## config.mk

```make
export PLATFORM = sky130hd
export DESIGN_NAME = unix_stamp_to_calendar_flat
export DESIGN_NICKNAME = d
export VERILOG_FILES = /design/src/hdl/ustc_pkg.sv /design/src/hdl/ustc_if.sv /design/src/hdl/unix_stamp_to_calendar.sv /design/src/hdl/ustc_time.sv /design/src/hdl/ustc_date.sv /design/src/flat_wrapper.sv
export SDC_FILE = /design/constraint.sdc
export NUM_CORES = 2
export LEC_CHECK = 0
export BUFFER_PORTS_ARGS = -buffer_cell sky130_fd_sc_hd__buf_2
export CORE_ASPECT_RATIO = 0.6
export CORE_MARGIN = 5
export CORE_UTILIZATION = 55
export CTS_BUF_LIST = sky130_fd_sc_hd__clkbuf_8
export CTS_CLUSTER_DIAMETER = 100
export DETAILED_ROUTE_END_ITERATION = 6
export PLACE_DENSITY = 0.79
export SLEW_MARGIN = 10
export SYNTH_ARGS = -nofsm -noshare
export SYNTH_HDL_FRONTEND = slang
export SYNTH_HIERARCHICAL = 1
export SYNTH_SLANG_ARGS = --single-unit
```

## constraint.sdc

```tcl
create_clock -name i_clk -period 10.4 [get_ports i_clk]
set_input_delay 2.08 -clock i_clk [delete_from_list [all_inputs] [get_ports i_clk]]
set_output_delay 2.08 -clock i_clk [all_outputs]
set_load 0.02 [all_outputs]
```

## src/hdl/ustc_pkg.sv

```systemverilog
// Shared constants, types and month table for the Unix stamp to calendar converter.
package ustc_pkg;

    localparam int unsigned STAMP_W = 32;

    // Exact reciprocals: q = (x * M) >> K for every x below 2**N.
    localparam logic [30:0] DIV15_M34   = 31'd1145324613;  // x < 2**30, K = 34
    localparam logic [25:0] DIV15_M29   = 26'd35791395;    // x < 2**25, K = 29
    localparam logic [18:0] DIV3_M20    = 19'd349526;      // x < 2**18, K = 20
    localparam logic [16:0] DIV1461_M27 = 17'd91868;       // x < 2**16, K = 27
    localparam logic [16:0] DIV365_M25  = 17'd91930;       // x < 2**16, K = 25

    localparam logic [8:0]  OFFSET_MIN  = 9'd480;
    localparam logic [10:0] CYCLE_DAYS  = 11'd1461;
    localparam logic [8:0]  YEAR_DAYS   = 9'd365;
    localparam logic [8:0]  FEB29_DOY   = 9'd60;

    localparam int unsigned N_MONTH_ENDS = 11;

    // Last day of year for January .. November, common year.
    localparam logic [8:0] MONTH_END [0:N_MONTH_ENDS-1] = '{
        9'd31, 9'd59, 9'd90, 9'd120, 9'd151, 9'd181,
        9'd212, 9'd243, 9'd273, 9'd304, 9'd334
    };

    typedef struct packed {
        logic [5:0]  sec;
        logic [5:0]  minute;
        logic [20:0] hours;   // local hours since epoch
        logic [15:0] days;    // local days since epoch
    } t_time;

    typedef struct packed {
        logic [5:0]        sec;
        logic [5:0]        minute;
        logic [4:0]        hour;
        logic signed [7:0] year;
        logic [3:0]        month;
        logic [4:0]        mday;
    } t_cal;

    // Days before the month, common year; index 0 is January.
    function automatic logic [8:0] month_start(input logic [3:0] idx);
        logic [8:0] v;
        case (idx)
            4'd0:    v = 9'd0;
            4'd1:    v = 9'd31;
            4'd2:    v = 9'd59;
            4'd3:    v = 9'd90;
            4'd4:    v = 9'd120;
            4'd5:    v = 9'd151;
            4'd6:    v = 9'd181;
            4'd7:    v = 9'd212;
            4'd8:    v = 9'd243;
            4'd9:    v = 9'd273;
            4'd10:   v = 9'd304;
            4'd11:   v = 9'd334;
            default: v = 9'd0;
        endcase
        return v;
    endfunction

endpackage

```

## src/hdl/ustc_if.sv

```systemverilog
// Valid/ready channel interfaces for the timestamp input and the calendar output.
interface ustc_stamp_if;
    logic                              valid;
    logic                              ready;
    logic [ustc_pkg::STAMP_W-1:0]      unix_seconds;

    modport source (output valid, output unix_seconds, input ready);
    modport sink   (input valid, input unix_seconds, output ready);
endinterface

interface ustc_cal_if;
    logic              valid;
    logic              ready;
    logic [5:0]        sec_of_minute;
    logic [5:0]        min_of_hour;
    logic [4:0]        hour_of_day;
    logic signed [7:0] year_since_2000;
    logic [3:0]        month_number;
    logic [4:0]        day_of_month;

    modport source (output valid, output sec_of_minute, output min_of_hour,
                    output hour_of_day, output year_since_2000, output month_number,
                    output day_of_month, input ready);
    modport sink   (input valid, input sec_of_minute, input min_of_hour,
                    input hour_of_day, input year_since_2000, input month_number,
                    input day_of_month, output ready);
endinterface

```

## src/hdl/unix_stamp_to_calendar.sv

```systemverilog
// Top level: Unix seconds to local (UTC+8) calendar date and time, seven-stage pipeline.
//
//  Port     Dir   Contents
//  -------  ----  ---------------------------------------------------------
//  i_ts     in    unix_seconds[31:0]
//  o_cal    out   sec, min, hour, year_since_2000 (signed), month, day
//
//  One transaction per cycle while the output is not held.
//  The depth is set by the chain of reciprocal multiplies (/60, /60, /24,
//  /1461, /365) followed by the month table compare.
//  Reset clears all valid bits; payload registers are not reset.
//  A held output stalls every stage at once; i_ts.ready drops with it.
module unix_stamp_to_calendar (
    input  logic        i_clk,
    input  logic        i_rst_n,
    ustc_stamp_if.sink  i_ts,
    ustc_cal_if.source  o_cal
);

    logic            w_en;
    logic            w_time_v;
    ustc_pkg::t_time w_time;
    logic            w_cal_v;
    ustc_pkg::t_cal  w_cal;

    assign w_en       = !w_cal_v || o_cal.ready;
    assign i_ts.ready = w_en;

    ustc_time u_time (
        .i_clk   (i_clk),
        .i_rst_n (i_rst_n),
        .i_en    (w_en),
        .i_valid (i_ts.valid),
        .i_secs  (i_ts.unix_seconds),
        .o_valid (w_time_v),
        .o_time  (w_time)
    );

    ustc_date u_date (
        .i_clk   (i_clk),
        .i_rst_n (i_rst_n),
        .i_en    (w_en),
        .i_valid (w_time_v),
        .i_time  (w_time),
        .o_valid (w_cal_v),
        .o_cal   (w_cal)
    );

    assign o_cal.valid           = w_cal_v;
    assign o_cal.sec_of_minute   = w_cal.sec;
    assign o_cal.min_of_hour     = w_cal.minute;
    assign o_cal.hour_of_day     = w_cal.hour;
    assign o_cal.year_since_2000 = w_cal.year;
    assign o_cal.month_number    = w_cal.month;
    assign o_cal.day_of_month    = w_cal.mday;

endmodule

```

## src/hdl/ustc_time.sv

```systemverilog
// Stages 1-3: seconds, minutes, local hour count and day count from the raw stamp.
module ustc_time (
    input  logic                         i_clk,
    input  logic                         i_rst_n,
    input  logic                         i_en,
    input  logic                         i_valid,
    input  logic [ustc_pkg::STAMP_W-1:0] i_secs,
    output logic                         o_valid,
    output ustc_pkg::t_time              o_time
);

    logic        r_v1, r_v2, r_v3;
    logic [31:0] r_s1;
    logic [26:0] r_mins1, r_mins2;
    logic [5:0]  r_sec2, r_sec3, r_min3;
    logic [20:0] r_hours2, r_hours3;
    logic [15:0] r_days3;

    logic [60:0] n_p1;
    logic [26:0] n_mins1;
    logic [5:0]  n_sec2;
    logic [26:0] n_a2;
    logic [50:0] n_p2;
    logic [20:0] n_hours2;
    logic [20:0] n_hq3;
    logic [5:0]  n_min3;
    logic [37:0] n_p3;
    logic [15:0] n_days3;

    // s / 60 = (s >> 2) / 15
    assign n_p1    = 61'(i_secs[31:2]) * 61'(ustc_pkg::DIV15_M34);
    assign n_mins1 = n_p1[60:34];

    assign n_sec2   = 6'(r_s1 - 32'(r_mins1) * 32'd60);
    assign n_a2     = r_mins1 + 27'(ustc_pkg::OFFSET_MIN);
    assign n_p2     = 51'(n_a2[26:2]) * 51'(ustc_pkg::DIV15_M29);
    assign n_hours2 = n_p2[49:29];

    // offset is a whole number of hours, so mins / 60 = hours - 8
    assign n_hq3   = r_hours2 - 21'd8;
    assign n_min3  = 6'(r_mins2 - 27'(n_hq3) * 27'd60);
    assign n_p3    = 38'(r_hours2[20:3]) * 38'(ustc_pkg::DIV3_M20);
    assign n_days3 = n_p3[35:20];

    always_ff @(posedge i_clk) begin
        if (!i_rst_n) begin
            r_v1 <= 1'b0;
            r_v2 <= 1'b0;
            r_v3 <= 1'b0;
        end else if (i_en) begin
            r_v1 <= i_valid;
            r_v2 <= r_v1;
            r_v3 <= r_v2;
        end
    end

    always_ff @(posedge i_clk) begin
        if (i_en) begin
            r_s1     <= i_secs;
            r_mins1  <= n_mins1;
            r_sec2   <= n_sec2;
            r_mins2  <= r_mins1;
            r_hours2 <= n_hours2;
            r_sec3   <= r_sec2;
            r_min3   <= n_min3;
            r_hours3 <= r_hours2;
            r_days3  <= n_days3;
        end
    end

    assign o_valid       = r_v3;
    assign o_time.sec    = r_sec3;
    assign o_time.minute = r_min3;
    assign o_time.hours  = r_hours3;
    assign o_time.days   = r_days3;

endmodule

```

## src/hdl/ustc_date.sv

```systemverilog
// Stages 4-7: hour of day, four-year cycle correction, year, month and day.
module ustc_date (
    input  logic            i_clk,
    input  logic            i_rst_n,
    input  logic            i_en,
    input  logic            i_valid,
    input  ustc_pkg::t_time i_time,
    output logic            o_valid,
    output ustc_pkg::t_cal  o_cal
);

    logic        r_v4, r_v5, r_v6, r_v7;
    logic [5:0]  r_sec4, r_sec5, r_sec6;
    logic [5:0]  r_min4, r_min5, r_min6;
    logic [4:0]  r_hour4, r_hour5, r_hour6;
    logic [15:0] r_days4;
    logic [5:0]  r_c4, r_c5;
    logic        r_dec31_5, r_dec31_6;
    logic [15:0] r_d2_5;
    logic [7:0]  r_q5;
    logic [7:0]  r_year6;
    logic        r_feb29_6;
    logic [8:0]  r_doy6;
    ustc_pkg::t_cal r_out7;

    logic [4:0]  n_hour4;
    logic [15:0] n_a4;
    logic [32:0] n_p4;
    logic [5:0]  n_c4;
    logic [15:0] n_r5;
    logic [15:0] n_d2_5;
    logic [32:0] n_p5;
    logic [7:0]  n_q5;
    logic [8:0]  n_doy0_6;
    logic [8:0]  n_doy6;
    logic        n_leap6;
    logic [7:0]  n_year6;
    logic [3:0]  n_midx7;
    logic [8:0]  n_mday7;
    ustc_pkg::t_cal n_out7;

    assign n_hour4 = 5'(i_time.hours - 21'(i_time.days) * 21'd24);
    assign n_a4    = i_time.days + 16'(ustc_pkg::YEAR_DAYS);
    assign n_p4    = 33'(n_a4) * 33'(ustc_pkg::DIV1461_M27);
    assign n_c4    = n_p4[32:27];

    // remainder of (days + 365) / 1461 at its top value marks 31 December of a leap year
    assign n_r5   = 16'(r_days4 + 16'(ustc_pkg::YEAR_DAYS)
                        - 16'(r_c4) * 16'(ustc_pkg::CYCLE_DAYS));
    assign n_d2_5 = r_days4 - 16'(r_c4);
    assign n_p5   = 33'(n_d2_5) * 33'(ustc_pkg::DIV365_M25);
    assign n_q5   = n_p5[32:25];

    assign n_doy0_6 = 9'(r_d2_5 - 16'(r_q5) * 16'(ustc_pkg::YEAR_DAYS)) + 9'd1;
    assign n_leap6  = (r_q5[1:0] == 2'd2);
    assign n_doy6   = (n_leap6 && n_doy0_6 > ustc_pkg::FEB29_DOY) ? n_doy0_6 - 9'd1
                                                                : n_doy0_6;
    assign n_year6  = r_dec31_5 ? 8'({r_c5, 2'b00}) - 8'd28 : r_q5 - 8'd30;

    always_comb begin
        n_midx7 = '0;
        for (int i = 0; i < ustc_pkg::N_MONTH_ENDS; i++) begin
            if (ustc_pkg::MONTH_END[i] < r_doy6) begin
                n_midx7 = n_midx7 + 4'd1;
            end
        end
        n_mday7 = r_doy6 - ustc_pkg::month_start(n_midx7);

        n_out7.sec    = r_sec6;
        n_out7.minute = r_min6;
        n_out7.hour   = r_hour6;
        n_out7.year   = r_year6;
        if (r_dec31_6) begin
            n_out7.month = 4'd12;
            n_out7.mday  = 5'd31;
        end else if (r_feb29_6) begin
            n_out7.month = 4'd2;
            n_out7.mday  = 5'd29;
        end else begin
            n_out7.month = n_midx7 + 4'd1;
            n_out7.mday  = n_mday7[4:0];
        end
    end

    always_ff @(posedge i_clk) begin
        if (!i_rst_n) begin
            r_v4 <= 1'b0;
            r_v5 <= 1'b0;
            r_v6 <= 1'b0;
            r_v7 <= 1'b0;
        end else if (i_en) begin
            r_v4 <= i_valid;
            r_v5 <= r_v4;
            r_v6 <= r_v5;
            r_v7 <= r_v6;
        end
    end

    always_ff @(posedge i_clk) begin
        if (i_en) begin
            r_sec4    <= i_time.sec;
            r_min4    <= i_time.minute;
            r_hour4   <= n_hour4;
            r_days4   <= i_time.days;
            r_c4      <= n_c4;

            r_sec5    <= r_sec4;
            r_min5    <= r_min4;
            r_hour5   <= r_hour4;
            r_c5      <= r_c4;
            r_dec31_5 <= (n_r5 == 16'(ustc_pkg::CYCLE_DAYS - 11'd1));
            r_d2_5    <= n_d2_5;
            r_q5      <= n_q5;

            r_sec6    <= r_sec5;
            r_min6    <= r_min5;
            r_hour6   <= r_hour5;
            r_year6   <= n_year6;
            r_dec31_6 <= r_dec31_5;
            r_feb29_6 <= !r_dec31_5 && n_leap6 && (n_doy0_6 == ustc_pkg::FEB29_DOY);
            r_doy6    <= n_doy6;

            r_out7    <= n_out7;
        end
    end

    assign o_valid = r_v7;
    assign o_cal   = r_out7;

endmodule

```

## src/flat_wrapper.sv

```systemverilog
// flat-port wrapper written by rule: the top's interface ports become plain ports
module unix_stamp_to_calendar_flat 
  (i_clk, i_rst_n, i_ts_valid, i_ts_unix_seconds, i_ts_ready, o_cal_valid, o_cal_sec_of_minute, o_cal_min_of_hour, o_cal_hour_of_day, o_cal_year_since_2000, o_cal_month_number, o_cal_day_of_month, o_cal_ready);
  ustc_stamp_if i_ts_i ();
  ustc_cal_if o_cal_i ();
  input  logic i_clk;
  input  logic i_rst_n;
  input wire logic [$bits(i_ts_i.valid)-1:0] i_ts_valid;
  input wire logic [$bits(i_ts_i.unix_seconds)-1:0] i_ts_unix_seconds;
  output wire logic [$bits(i_ts_i.ready)-1:0] i_ts_ready;
  output wire logic [$bits(o_cal_i.valid)-1:0] o_cal_valid;
  output wire logic [$bits(o_cal_i.sec_of_minute)-1:0] o_cal_sec_of_minute;
  output wire logic [$bits(o_cal_i.min_of_hour)-1:0] o_cal_min_of_hour;
  output wire logic [$bits(o_cal_i.hour_of_day)-1:0] o_cal_hour_of_day;
  output wire logic [$bits(o_cal_i.year_since_2000)-1:0] o_cal_year_since_2000;
  output wire logic [$bits(o_cal_i.month_number)-1:0] o_cal_month_number;
  output wire logic [$bits(o_cal_i.day_of_month)-1:0] o_cal_day_of_month;
  input wire logic [$bits(o_cal_i.ready)-1:0] o_cal_ready;
  assign i_ts_i.valid = i_ts_valid;
  assign i_ts_i.unix_seconds = i_ts_unix_seconds;
  assign i_ts_ready = i_ts_i.ready;
  assign o_cal_valid = o_cal_i.valid;
  assign o_cal_sec_of_minute = o_cal_i.sec_of_minute;
  assign o_cal_min_of_hour = o_cal_i.min_of_hour;
  assign o_cal_hour_of_day = o_cal_i.hour_of_day;
  assign o_cal_year_since_2000 = o_cal_i.year_since_2000;
  assign o_cal_month_number = o_cal_i.month_number;
  assign o_cal_day_of_month = o_cal_i.day_of_month;
  assign o_cal_i.ready = o_cal_ready;
  unix_stamp_to_calendar u_core (.i_clk(i_clk), .i_rst_n(i_rst_n), .i_ts(i_ts_i), .o_cal(o_cal_i));
endmodule
```

==> impl_metrics.py <==
metrics = {
    "run_status": {
        "status": "completed",
    },
    "finish": {
        "area_growth_pct": 5.86,
        "fin_util_pct": 58.6,
        "layout-drive-gt1-share_pct": 4.51,
        "final_area_um2": 45300,
        "most-common-layout-cells": "1093 x inv_1, 1014 x ha_1, 552 x fa_1",
        "final_nets": 5762,
        "final_common_cell": "inv_1",
        "num_antenna_cells": 0,
    },
    "die": {
        "ios": 72,
        "initial_utilization_pct": 55.4,
        "die_y_um": 226,
        "core_region_area_um2": 77400,
        "die_area_um2": 83800,
        "rows": 79,
        "die_w_um": 370,
    },
    "clock_tree": {
        "cts_resized": 0,
        "cts_max_level": 2,
        "holdBufCountCts": 0,
        "post_cts_buffers": 0,
        "clock_path_buffers": 3,
        "cts_tree": "built",
        "clk_pin_slew_ns": 0.06,
        "worst_skew_pair.late_latency_ns": 0.63,
        "cts_buffers": 41,
        "cts.sink_count": 256,
        "clockRootBuffer": "clkbuf_8",
    },
    "critical_path": {
        "start_kind": "flop",
        "cp_data_arrival_time_ns": 9.13,
        "crit_path_end_kind": "flop",
        "max_stage_delay_ns": 0.67,
        "cp_common_cell": "ha_1",
        "worst-path-max-fanout": 19,
        "critical_path_required_ns": 10.73,
        "critPathKind": "flop to flop",
        "slowest_stage": "edfxtp_1",
    },
    "yosys": {
        "synth_cells": 4052,
        "avgSynthCellArea_um2": 10.6,
        "synth_warnings": 6,
        "syn_area_um2": 42800,
        "syn-num-nets": 5654,
    },
    "timing": {
        "setup_ws_ns": 1.60,
        "fin_crit_ns": 8.80,
        "worstMarginPinSlew_ns": 1.03,
        "clock_skew_ns": 0.0399,
        "slew_headroom_pct": 31.1,
        "drv_slew": 0,
        "rsz0062_at_grt": "no",
        "period_share_pct": 84.6,
        "fin_setup_tns_ns": 0,
        "fmax_mhz": 114,
        "final_hold_viol_count": 0,
        "setup_viol": 0,
    },
    "placement": {
        "portBuffers": 71,
        "dp_hpwl_um": 82400,
        "place_congestion": 0.971,
        "pre_cts_ws_ns": 1.68,
        "dpl_cell_area_um2": 44500,
    },
    "detailed_routing": {
        "detail_route.iter0.violations": 2066,
        "routed_via_density": 5.38,
        "drt_first_pass_iters": 5,
        "final_antenna_net_count": 0,
        "vias": 28197,
        "drt-total-wl_um": 94800,
        "wl_per_cell_um": 18.1,
        "drc": 0,
    },
    "run": {
        "cap_violations": 0,
    },
    "global_route": {
        "grt_pass1_wl_um": 155000,
        "grt_max_degree": 65,
        "antenna_found_initial": 0,
        "gr-total-overflow": 0,
        "grt_usage_pct": 23.2,
        "grt_pass1_vias": 29427,
    },
    "worst_hold_path": {
        "worstHoldPathType": "flop to flop",
    },
}
-- worst max-delay path: cells and delay by family, from the launching register on --
family          cells  cell delay, ns
fa+ha+maj           9            2.60
flops               1            0.67
compound gates     11            1.79
simple gates       16            2.14
buf+inv             2            0.32
xor+xnor            4            0.85
mux                 1            0.15
-- routing by layer --
metal	share of wire, %	routed length (um)	vias up	track usage [%]
met5	0	0	-	0
met4	0.98	924	0	2.67
met3	11	10100	93	7.94
met2	38	36300	959	31.7
met1	50	47400	13621	36.5
li1	-	-	13524	-
-- state kept, by name (all words and copies together) (netlist names), 8 cells and up --
name                    count
u_core/u_date/r_q5          8
u_core/u_time/r_mins1      27
u_core/u_date/r_days4      16
u_core/u_date/r_d2_5        9
u_core/u_date/o_cal        34
u_core/u_time/r_hours2     21
u_core/u_date/r_doy6        9
u_core/u_date/r_year6       8
u_core/u_time/r_days3      16
-- path summary, 6_finish.rpt --
path / depth (start not counted) / to / slack (ns) / startpoint
worst max register to register: 43 / u_core/u_date/o_cal[4] / 1.60 / u_core/u_date/r_doy6[8]
worst min-delay path: 0 / u_core/u_time/r_sec3[3] / 0.42 / u_core/u_time/r_sec2[3]
worst max-delay path: 43 / u_core/u_date/o_cal[4] / 1.60 / u_core/u_date/r_doy6[8]
worst min register to register: 0 / u_core/u_time/r_sec3[3] / 0.42 / u_core/u_time/r_sec2[3]
-- per-stage QoR --
stage               hold slack, ns  std cells
floorplan                    0.400       4052
global placement             0.400       5170
detailed placement           0.405       5170
CTS                          0.418       5242
global route                 0.424       5242
finish                       0.417       5242
-- area by class of cell --
class	count	area (um2)
fill	6225	32000
multi-input combinational	2686	31000
sequential	256	7620
inverter	1089	4090
tap	1053	1320
clock buffer	42	578
timing repair buffer	86	468
clock inverter	30	249
Power is left out: the tool's default activity adds up to more than one toggle a clock period on the data nets, which glitch-free logic cannot reach.
